--- config.mk ---
export PLATFORM = sky130hd
export DESIGN_NAME = bank_switch_mapper_irq
export DESIGN_NICKNAME = d
export VERILOG_FILES = /design/src/hdl/bsm_pkg.sv /design/src/hdl/bsm_ram.sv /design/src/hdl/bsm_ctrl.sv /design/src/hdl/bsm_dpath.sv /design/src/hdl/bank_switch_mapper_irq.sv
export SDC_FILE = /design/constraint.sdc
export NUM_CORES = 2
export LEC_CHECK = 0
export BUFFER_PORTS_ARGS = -buffer_cell sky130_fd_sc_hd__clkbuf_2
export CELL_PAD_IN_SITES_DETAIL_PLACEMENT = 1
export CELL_PAD_IN_SITES_GLOBAL_PLACEMENT = 1
export CORE_MARGIN = 2
export CORE_UTILIZATION = 50
export CTS_BUF_LIST = sky130_fd_sc_hd__clkbuf_8
export DETAILED_ROUTE_END_ITERATION = 7
export PLACE_DENSITY = 0.72
export RECOVER_POWER = 25
export SLEW_MARGIN = 40
export SYNTH_ARGS = -nofsm -noshare
export SYNTH_HDL_FRONTEND = slang
export SYNTH_SLANG_ARGS = --single-unit
--- constraint.sdc ---
create_clock -name clock -period 16.6 [get_ports clock]
set_clock_uncertainty 0.15 [all_clocks]
set_input_delay 0.83 -clock clock [delete_from_list [all_inputs] [get_ports clock]]
set_output_delay 0.83 -clock clock [all_outputs]
set_load 0.005 [all_outputs]
--- src/hdl/bsm_pkg.sv ---
// Shared constants and types of the bank switch mapper.
package bsm_pkg;

   localparam int CHIP_RAM_DEPTH = 128;
   localparam int CHIP_RAM_AW = $clog2(CHIP_RAM_DEPTH);
   localparam int CHR_WINDOWS = 12;

   localparam logic [2:0] CMD_CPU_RD = 3'd0;
   localparam logic [2:0] CMD_CPU_WR = 3'd1;
   localparam logic [2:0] CMD_PPU_RD = 3'd2;
   localparam logic [2:0] CMD_PPU_WR = 3'd3;
   localparam logic [2:0] CMD_TICK   = 3'd4;

   localparam logic [3:0] TGT_LOW_CPU  = 4'd0;
   localparam logic [3:0] TGT_INTERNAL = 4'd1;
   localparam logic [3:0] TGT_PRG_RAM  = 4'd2;
   localparam logic [3:0] TGT_PRG_ROM  = 4'd3;
   localparam logic [3:0] TGT_NAMETBL  = 4'd4;
   localparam logic [3:0] TGT_CHR      = 4'd5;
   localparam logic [3:0] TGT_VRAM     = 4'd6;
   localparam logic [3:0] TGT_OPEN_BUS = 4'd7;
   localparam logic [3:0] TGT_NONE     = 4'd8;

   localparam logic CSR_PRG_COUNT = 1'b0;
   localparam logic CSR_CHR_COUNT = 1'b1;

   // Commands from the controller to the datapath.
   typedef struct packed {
      logic capture;   // latch the request and decode it
      logic execute;   // perform state updates, load the result
      logic reduce;    // one modulo reduction step of the PRG bank
   } bsm_cmd_type;

   typedef struct packed {
      logic reduce_done;
   } bsm_status_type;

endpackage

--- src/hdl/bsm_ram.sv ---
// Generic single-port RAM with registered read.
module bsm_ram #(
   parameter int WIDTH = 8,
   parameter int DEPTH = 128
) (
   input  logic                     clock,
   input  logic                     wr_en,
   input  logic [$clog2(DEPTH)-1:0] addr,
   input  logic [WIDTH-1:0]         wr_data,
   output logic [WIDTH-1:0]         rd_data
);
   logic [WIDTH-1:0] mem [DEPTH];

   always_ff @(posedge clock) begin
      if (wr_en) begin
         mem[addr] <= wr_data;
      end
      rd_data <= mem[addr];
   end
endmodule

--- src/hdl/bsm_ctrl.sv ---
// Controller state machine of the bank switch mapper.
module bsm_ctrl (
   input  logic                    clock,
   input  logic                    reset,
   input  logic                    req_valid,
   output logic                    req_ready,
   output logic                    rsp_valid,
   input  logic                    rsp_ready,
   input  bsm_pkg::bsm_status_type status,
   output bsm_pkg::bsm_cmd_type    cmd
);
   import bsm_pkg::*;

   localparam logic [1:0] ST_IDLE   = 2'd0;
   localparam logic [1:0] ST_REDUCE = 2'd1;
   localparam logic [1:0] ST_EXEC   = 2'd2;

   logic [1:0] state_ff, state_in;
   logic       rsp_valid_ff, rsp_valid_in;

   assign rsp_valid = rsp_valid_ff;
   // A result may wait in the output register while the next request works.
   assign req_ready = (state_ff == ST_IDLE);

   always_comb begin
      state_in = state_ff;
      rsp_valid_in = rsp_valid_ff & ~rsp_ready;
      cmd = '0;
      case (state_ff)
         ST_IDLE: begin
            if (req_valid) begin
               cmd.capture = 1'b1;
               state_in = ST_REDUCE;
            end
         end
         ST_REDUCE: begin
            if (status.reduce_done) begin
               state_in = ST_EXEC;
            end else begin
               cmd.reduce = 1'b1;
            end
         end
         ST_EXEC: begin
            if (!rsp_valid_ff || rsp_ready) begin
               cmd.execute = 1'b1;
               rsp_valid_in = 1'b1;
               state_in = ST_IDLE;
            end
         end
         default: state_in = ST_IDLE;
      endcase
   end

   always_ff @(posedge clock) begin
      if (reset) begin
         state_ff <= ST_IDLE;
         rsp_valid_ff <= 1'b0;
      end else begin
         state_ff <= state_in;
         rsp_valid_ff <= rsp_valid_in;
      end
   end
endmodule

--- src/hdl/bsm_dpath.sv ---
// Datapath of the bank switch mapper: bank registers, chip RAM, counter.
module bsm_dpath (
   input  logic                    clock,
   input  logic                    reset,
   input  bsm_pkg::bsm_cmd_type    cmd,
   output bsm_pkg::bsm_status_type status,
   input  logic [2:0]              req_cmd,
   input  logic [15:0]             req_addr,
   input  logic [7:0]              req_wdata,
   input  logic                    csr_write,
   input  logic                    csr_index,
   input  logic [8:0]              csr_data,
   output logic [3:0]              rsp_target,
   output logic [18:0]             rsp_mapped_addr,
   output logic [7:0]              rsp_rdata,
   output logic                    rsp_irq
);
   import bsm_pkg::*;

   logic [6:0]  prg_cnt_ff;     // clamped 2..64
   logic [8:0]  chr_cnt_ff;     // clamped 1..256
   logic [5:0]  prg_bank_ff [3];
   logic [7:0]  chr_bank_ff [CHR_WINDOWS];
   logic [3:0]  protect_ff;
   logic [7:0]  ptr_ff;
   logic        sound_off_ff;
   logic [1:0]  nt_off_ff;
   logic [15:0] irq_cnt_ff;
   logic        irq_pend_ff;
   // One flag per chip RAM entry; an entry not written since reset reads as zero.
   logic [CHIP_RAM_DEPTH-1:0] ram_written_ff;

   logic [2:0]  cmd_ff;
   logic [15:0] addr_ff;
   logic [7:0]  wdata_ff;
   logic [6:0]  bank_ff;        // PRG bank under reduction

   logic [3:0]  tgt_ff;
   logic [18:0] maddr_ff;
   logic [7:0]  rdata_ff;
   logic        rdata_ram_ff;   // rdata comes from the RAM read port

   logic [6:0] prg_clamp;
   logic [8:0] chr_clamp;
   always_comb begin
      prg_clamp = csr_data[6:0];
      if (csr_data[6:0] < 7'd2) prg_clamp = 7'd2;
      else if (csr_data[6:0] > 7'd64) prg_clamp = 7'd64;
      chr_clamp = csr_data;
      if (csr_data == 9'd0) chr_clamp = 9'd1;
      else if (csr_data > 9'd256) chr_clamp = 9'd256;
   end

   // Initial PRG bank; a bank register is below 64, so repeated subtraction
   // of the count takes the most steps with a count of 2.
   logic [6:0] bank_init;
   logic [1:0] prg_sel;
   always_comb begin
      prg_sel = 2'd0;
      case (req_addr[14:13])
         2'd0: prg_sel = 2'd0;
         2'd1: prg_sel = 2'd1;
         2'd2: prg_sel = 2'd2;
         default: prg_sel = 2'd0;
      endcase
      if (req_addr >= 16'hE000) bank_init = prg_cnt_ff - 7'd1;
      else bank_init = {1'b0, prg_bank_ff[prg_sel]};
   end
   assign status.reduce_done = (bank_ff < prg_cnt_ff);

   // Chip RAM
   logic       is_cpu_rd, is_cpu_wr;
   logic       ram_hit, ram_we;
   logic [7:0] ram_rd;
   assign is_cpu_rd = (cmd_ff == CMD_CPU_RD);
   assign is_cpu_wr = (cmd_ff == CMD_CPU_WR);
   assign ram_hit = (addr_ff >= 16'h4800) && (addr_ff < 16'h5000);
   assign ram_we = cmd.execute && is_cpu_wr && ram_hit;

   bsm_ram #(.WIDTH(8), .DEPTH(CHIP_RAM_DEPTH)) u_chip_ram (
      .clock   (clock),
      .wr_en   (ram_we),
      .addr    (ptr_ff[CHIP_RAM_AW-1:0]),
      .wr_data (wdata_ff),
      .rd_data (ram_rd)
   );

   // PPU mapping
   logic [3:0]  ppu_tgt;
   logic [18:0] ppu_maddr;
   logic [3:0]  win;
   logic [7:0]  cbank;
   logic [8:0]  eff_bank;
   logic [9:0]  kplus;
   logic        nt_on;
   always_comb begin
      win = addr_ff[13:10];
      cbank = (win < 4'd12) ? chr_bank_ff[win] : 8'd0;
      nt_on = (addr_ff < 16'h1000) ? ~nt_off_ff[0] :
              (addr_ff < 16'h2000) ? ~nt_off_ff[1] : 1'b1;
      kplus = {2'b0, chr_cnt_ff[7:0]} + {5'b0, cbank[4:0]};
      kplus[9:8] = kplus[9:8] + {1'b0, chr_cnt_ff[8]};
      eff_bank = {1'b0, cbank};
      ppu_tgt = TGT_CHR;
      ppu_maddr = '0;
      if (addr_ff >= 16'h3000) begin
         ppu_tgt = TGT_VRAM;
         ppu_maddr = {3'b0, addr_ff};
      end else begin
         if (cbank >= 8'hE0) begin
            if ({4'b0, cbank[4:0]} < chr_cnt_ff && kplus >= 10'h20) begin
               eff_bank = 9'(kplus - 10'h20);
            end else begin
               eff_bank = 9'h100;
            end
         end
         if (cbank >= 8'hE0 && nt_on) begin
            ppu_tgt = TGT_NAMETBL;
            ppu_maddr = {8'b0, cbank[0], addr_ff[9:0]};
         end else if (eff_bank >= chr_cnt_ff) begin
            ppu_tgt = TGT_OPEN_BUS;
         end else begin
            ppu_maddr = {1'b0, eff_bank[7:0], addr_ff[9:0]};
         end
      end
   end

   // Result and state update
   logic [3:0]  tgt_n;
   logic [18:0] maddr_n;
   logic [7:0]  rdata_n;
   logic        rram_n;
   logic [1:0]  wp_sel;
   logic [3:0]  cw_sel;
   always_comb begin
      tgt_n = TGT_NONE;
      maddr_n = '0;
      rdata_n = '0;
      rram_n = 1'b0;
      wp_sel = addr_ff[12:11];
      cw_sel = 4'(addr_ff[14:11]);
      case (cmd_ff)
         CMD_CPU_RD, CMD_CPU_WR: begin
            if (addr_ff < 16'h4800) begin
               tgt_n = TGT_LOW_CPU;
               maddr_n = {3'b0, addr_ff};
            end else if (ram_hit) begin
               tgt_n = TGT_INTERNAL;
               maddr_n = {12'b0, ptr_ff[6:0]};
               rram_n = is_cpu_rd && ram_written_ff[ptr_ff[CHIP_RAM_AW-1:0]];
            end else if (addr_ff < 16'h6000) begin
               tgt_n = TGT_INTERNAL;
               maddr_n = {3'b0, addr_ff};
               if (is_cpu_rd) rdata_n = addr_ff[11] ? irq_cnt_ff[15:8] : irq_cnt_ff[7:0];
            end else if (addr_ff < 16'h8000) begin
               if (is_cpu_rd || !protect_ff[wp_sel]) begin
                  tgt_n = TGT_PRG_RAM;
                  maddr_n = {3'b0, addr_ff - 16'h6000};
               end
            end else if (is_cpu_rd) begin
               tgt_n = TGT_PRG_ROM;
               maddr_n = {bank_ff[5:0], addr_ff[12:0]};
            end
         end
         CMD_PPU_RD, CMD_PPU_WR: begin
            tgt_n = ppu_tgt;
            maddr_n = ppu_maddr;
         end
         default: ;
      endcase
   end

   always_ff @(posedge clock) begin
      if (cmd.capture) begin
         cmd_ff <= req_cmd;
         addr_ff <= req_addr;
         wdata_ff <= req_wdata;
         bank_ff <= bank_init;
      end else if (cmd.reduce) begin
         bank_ff <= bank_ff - prg_cnt_ff;
      end
      if (cmd.execute) begin
         tgt_ff <= tgt_n;
         maddr_ff <= maddr_n;
         rdata_ff <= rdata_n;
      end else if (rdata_ram_ff) begin
         // The read port moves on with the pointer, so hold the byte here.
         rdata_ff <= ram_rd;
      end
   end

   always_ff @(posedge clock) begin
      if (reset) begin
         prg_cnt_ff <= 7'd32;
         chr_cnt_ff <= 9'd256;
         prg_bank_ff[0] <= 6'd0;
         prg_bank_ff[1] <= 6'd1;
         prg_bank_ff[2] <= 6'd30;
         for (int i = 0; i < CHR_WINDOWS; i++) chr_bank_ff[i] <= 8'd0;
         protect_ff <= '0;
         ptr_ff <= '0;
         sound_off_ff <= 1'b0;
         nt_off_ff <= '0;
         irq_cnt_ff <= '0;
         irq_pend_ff <= 1'b0;
         rdata_ram_ff <= 1'b0;
         ram_written_ff <= '0;
      end else begin
         if (csr_write) begin
            if (csr_index == CSR_PRG_COUNT) begin
               prg_cnt_ff <= prg_clamp;
               prg_bank_ff[2] <= 6'(prg_clamp - 7'd2);
            end else begin
               chr_cnt_ff <= chr_clamp;
            end
         end
         if (ram_we) ram_written_ff[ptr_ff[CHIP_RAM_AW-1:0]] <= 1'b1;
         if (cmd.execute) begin
            rdata_ram_ff <= rram_n;
            if ((is_cpu_rd || is_cpu_wr) && ram_hit && ptr_ff[7]) begin
               ptr_ff[6:0] <= ptr_ff[6:0] + 7'd1;
            end
            if (cmd_ff == CMD_TICK) begin
               if (irq_cnt_ff[14:0] == 15'h7FFF) irq_pend_ff <= 1'b1;
               else irq_cnt_ff <= irq_cnt_ff + 16'd1;
            end
            if (is_cpu_wr && addr_ff >= 16'h5000 && addr_ff < 16'h6000) begin
               irq_pend_ff <= 1'b0;
               if (addr_ff[11]) irq_cnt_ff[15:8] <= wdata_ff;
               else irq_cnt_ff[7:0] <= wdata_ff;
            end
            if (is_cpu_wr && addr_ff >= 16'h8000) begin
               if (addr_ff < 16'hE000) begin
                  chr_bank_ff[cw_sel] <= wdata_ff;
               end else if (addr_ff < 16'hE800) begin
                  prg_bank_ff[0] <= wdata_ff[5:0];
                  sound_off_ff <= wdata_ff[6];
               end else if (addr_ff < 16'hF000) begin
                  prg_bank_ff[1] <= wdata_ff[5:0];
                  nt_off_ff <= wdata_ff[7:6];
               end else if (addr_ff < 16'hF800) begin
                  prg_bank_ff[2] <= wdata_ff[5:0];
               end else begin
                  for (int i = 0; i < 4; i++) begin
                     protect_ff[i] <= (wdata_ff[7:4] != 4'd4) | wdata_ff[i];
                  end
                  ptr_ff <= wdata_ff;
               end
            end
         end else begin
            rdata_ram_ff <= 1'b0;
         end
      end
   end

   // The sound disable bit is stored but drives nothing.
   logic unused_sound;
   assign unused_sound = sound_off_ff;

   assign rsp_target = tgt_ff;
   assign rsp_mapped_addr = maddr_ff;
   assign rsp_rdata = rdata_ram_ff ? ram_rd : rdata_ff;
   assign rsp_irq = irq_pend_ff;
endmodule

--- src/hdl/bank_switch_mapper_irq.sv ---
// Top level of the bank switch mapper with chip RAM and IRQ counter.
//   channel | handshake            | payload
//   req     | req_valid/req_ready  | req_cmd, req_addr, req_wdata
//   rsp     | rsp_valid/rsp_ready  | rsp_target, rsp_mapped_addr, rsp_rdata, rsp_irq
//   csr     | csr_write            | csr_index, csr_data
// A request is taken in the idle cycle; the PRG bank modulo then subtracts the
// count in the reduce state while the bank is not below it (no subtraction
// unless a bank register reaches the count), and the execute state loads the
// result. The next request is taken only once the controller is back in idle.
// Synchronous reset restores the bank registers; chip RAM reads as zero until
// an entry is written again.
// A result waits in the output register; a new request is taken meanwhile
// and is held in its final cycle until the previous result is transferred.
module bank_switch_mapper_irq (
   input  logic        clock,
   input  logic        reset,
   input  logic        req_valid,
   output logic        req_ready,
   input  logic [2:0]  req_cmd,
   input  logic [15:0] req_addr,
   input  logic [7:0]  req_wdata,
   output logic        rsp_valid,
   input  logic        rsp_ready,
   output logic [3:0]  rsp_target,
   output logic [18:0] rsp_mapped_addr,
   output logic [7:0]  rsp_rdata,
   output logic        rsp_irq,
   input  logic        csr_write,
   input  logic        csr_index,
   input  logic [8:0]  csr_data
);
   import bsm_pkg::*;

   bsm_cmd_type    cmd;
   bsm_status_type status;

   bsm_ctrl u_ctrl (
      .clock     (clock),
      .reset     (reset),
      .req_valid (req_valid),
      .req_ready (req_ready),
      .rsp_valid (rsp_valid),
      .rsp_ready (rsp_ready),
      .status    (status),
      .cmd       (cmd)
   );

   bsm_dpath u_dpath (
      .clock           (clock),
      .reset           (reset),
      .cmd             (cmd),
      .status          (status),
      .req_cmd         (req_cmd),
      .req_addr        (req_addr),
      .req_wdata       (req_wdata),
      .csr_write       (csr_write),
      .csr_index       (csr_index),
      .csr_data        (csr_data),
      .rsp_target      (rsp_target),
      .rsp_mapped_addr (rsp_mapped_addr),
      .rsp_rdata       (rsp_rdata),
      .rsp_irq         (rsp_irq)
   );
endmodule
==> reports/metrics.csv <==
metric;value;unit
post_cts_buffers;0;
die_area;114200;µm²
drc;0;
grt_antenna_before_repair;6;
netlist_area;55760;µm²
syn2layout_area_growth;12.15;%
crit_required;17.03;ns
drtPass1Iterations;6;
ys_types;79;
hp-class;primary input to register;
synth_top_family_by_area;compound AO/OA/AOI/OAI gates;
grt_usage;29.18;%
syn_inst;3707;
portBuffers;75;
synth_top_area_share;66.08;%
synthTopCellsByArea;edfxtp_1 (66%), dfxtp_1 (7.1%), a22oi_1 (6.0%), o21a_1 (1.8%), mux4_2 (1.5%);
synth_top_area_cell;edfxtp_1;
core;110700;µm²
ctsHoldBuffers;25;
grt_pass1_wl;245100;µm
path_max_fanout;100;
cts_tree;yes;
syn_nets;3785;
drt_iter0_drc;3356;
yosys_register_bits;1426;
period_share;57.58;%
synth_warnings;0;
avgRoutedWirePerCell;30.10;µm
clock-sinks;1426;
cp-start-kind;primary input;
io_pins;76;
cts_buffer_depth;3;
cts.clk_slew.worst_paths;0.05;ns
wl_met2;81880;µm
fp.dieH;337.9;µm
die_w;337.9;µm
synthArstFlopShare;0;%
synth_area_per_cell;15.04;µm²
finalNetCount;3926;
synthSimpleGateAreaFrac;6.889;%
reg2reg_to;u_dpath.rsp_mapped_addr[13];
crit_family;buffers and inverters;
synth_mux_area_share;2.493;%
post-route-cell-area;62540;µm²
crit_type;primary input to register;
setup_viol;0;
r2r_slack;9.28;ns
max_freq;104.6;MHz
synth_xor_area_share;0.2513;%
drive_gt1_share;16.37;%
tns;0;ns
crit_arrival;9.99;ns
violations;capacitance limit, slew limit;
grt-ovfl-total;0;
grt_pass1_vias;37220;
worst_slack;7.041;ns
ir_drop;102.6;µV
routed_wl;166600;µm
htree_num_levels;4;
synth-main-ff-cell;edfxtp_1;
p_per_area;115.1;nW/µm²
most-common-layout-cells;edfxtp_1 (1,227), a22oi_1 (446), clkbuf_8 (250);
rows;122;
vias;35690;
synth_fa_ha_area_share;0.8527;%
final_common_cell;edfxtp_1;
hpwl;96100;µm
ant_nets;0;
seq_area_frac_synth;73.22;%
hold-path-cell-count;3;
viasPerCell;6.449;
drv_slew;998;
cts_root_buffer;clkbuf_8;
cp_slowest_stage_delay;4.70;ns
rsz0062_at_grt;no;
m1WireLength;66260;µm
hold_viol;0;
gp_congestion;0.8498;
fin_util;56.51;%
end_kind;register;
dpl_cell_area;58060;µm²
worst_pin_slew;4.342;ns
min_period;9.559;ns
holdPathEnd;u_ctrl.rsp_valid;
status;finished with violations;
min_from;rsp_ready;
routed.top_layer;met5;
path_cells;clkbuf_2 > clkbuf_1 > clkinvlp_2 > o2111a_1 > nand2_1 > nor3_1 > buf_4 > or2_2;
start_util;50.38;%
critPathSlowestCell;clkinvlp_2;
dr_wl_met3;11940;µm
dp_slack;9.286;ns
grt_max_degree;121;
leakagePower;19.98;nW
synth-edff-count;1227;
finalPower;7.195;mW
numCtsBuffers;224;
fillers;10440;
crit_buf_inv;4;
clk_latency;0.92;ns
synth_compound_area_share;14.20;%
worstRegToRegCells;26;
cts.repair.resized;0;
maxCapViolations;14;
relSlewSlack;-189.5;%
per-stage QoR:
step / hold WS, ns / instances
final: 0.1183 / 5534
after global routing: 0.08002 / 5533
after floorplan: 0.2907 / 3707
after global placement: 0.2963 / 5083
after CTS: 0.05218 / 5530
after detailed placement: 0.3034 / 5084
layout make-up:
class                   count  area (µm²)  area share (%)
diodes                      3       7.507         0.01200
clock buffers             249        3427           5.480
clock inverters           172       829.5           1.327
inverters                  44       166.4          0.2661
multi-input cells        1981       14220           22.74
flip-flops and latches   1426       40840           65.30
well taps                1488        1862           2.977
repair buffers            171        1184           1.893
flip-flops by register name, indices dropped and copies added (netlist names), 7 cells and up, named ones only:
signal                      count
u_dpath.ptr_ff                  8
u_dpath.ram_written_ff        128
u_dpath.prg_cnt_ff              7
u_dpath.wdata_ff                8
u_dpath.bank_ff                 7
u_dpath.u_chip_ram.mem       1024
u_dpath.u_chip_ram.rd_data      8
u_dpath.chr_bank_ff           128
u_dpath.prg_bank_ff            18
u_dpath.irq_cnt_ff             16
u_dpath.chr_cnt_ff              9
u_dpath.rdata_ff                8
u_dpath.rsp_mapped_addr        19
u_dpath.addr_ff                16
worst register-to-register path: stages, from the launching register on:
cell and delay (ns):
dfxtp_2 0.31, buf_4 0.51, mux4_2 0.61, mux4_2 0.51, and2_1 0.22, ha_1 0.36
and3_1 0.20, nor3b_1 0.14, a311o_1 0.38, nor2_1 0.19, nor2_1 0.07, o2111ai_1 0.18
ha_1 0.17, inv_1 0.05, a31o_2 0.24, o21ai_2 0.49, nor3_1 0.10, nor2_1 0.12
ha_1 0.23, nand2b_1 0.14, a21o_1 0.17, a21oi_1 0.15, o211a_1 0.21, a21oi_1 0.16
or3_1 0.38, or4b_1 0.54, a211oi_2 0.20
cell usage after synthesis (13+ instances only):
| library cell | n |
|---|---|
| a211oi_1 | 13 |
| a21oi_1 | 81 |
| a221oi_1 | 74 |
| a22o_1 | 78 |
| a22oi_1 | 446 |
| a31oi_1 | 27 |
| and2_1 | 115 |
| and3_1 | 15 |
| buf_1 | 36 |
| clkbuf_1 | 205 |
| dfxtp_1 | 199 |
| edfxtp_1 | 1227 |
| ha_1 | 34 |
| inv_1 | 44 |
| mux2_2 | 22 |
| mux2i_1 | 23 |
| mux4_2 | 37 |
| nand2_1 | 126 |
| nand2b_1 | 21 |
| nand3_1 | 36 |
| nand4_1 | 121 |
| nor2_1 | 220 |
| nor2b_1 | 19 |
| nor3_1 | 38 |
| o211ai_1 | 37 |
| o21a_1 | 134 |
| o21ai_0 | 105 |
power by group:
part,switching [mW],internal [mW]
Sequential,0.0273,3.97
Combinational,0.266,0.119
Clock,1.41,1.40
Total,1.71,5.49
worst max path at each step:
| stage | from | to | slack [ns] | cells past startpoint |
|---|---|---|---|---|
| floorplan | register | u_dpath.rsp_mapped_addr[13] | 9.91 | 25 |
| global placement | register | u_dpath.rsp_mapped_addr[13] | 9.06 | 26 |
| detailed placement | register | u_dpath.rsp_mapped_addr[13] | 9.29 | 26 |
| CTS | register | u_dpath.rsp_mapped_addr[13] | 9.26 | 26 |
| global route | reset | u_dpath.chr_bank_ff[4][1] | 6.51 | 8 |
| finish | reset | u_dpath.chr_bank_ff[0][1] | 7.04 | 8 |
metal layers:
layer	vias up	GRT usage (%)
li1	15170	-
met2	1615	48.46
met3	356	4.971
met1	18540	38.31
met4	6	11.87
met5	-	0
cells by family after synthesis:
kind of cell               after synthesis
xor gates and xnor gates                16
muxes                                   85
and+or+nand+nor                        761
DFF                                   1426
AOI/OAI and AO/OA                     1082
buffers and inverters                  300
adders and majority gates               37
Note: power is estimated with default switching activity, not from simulation.
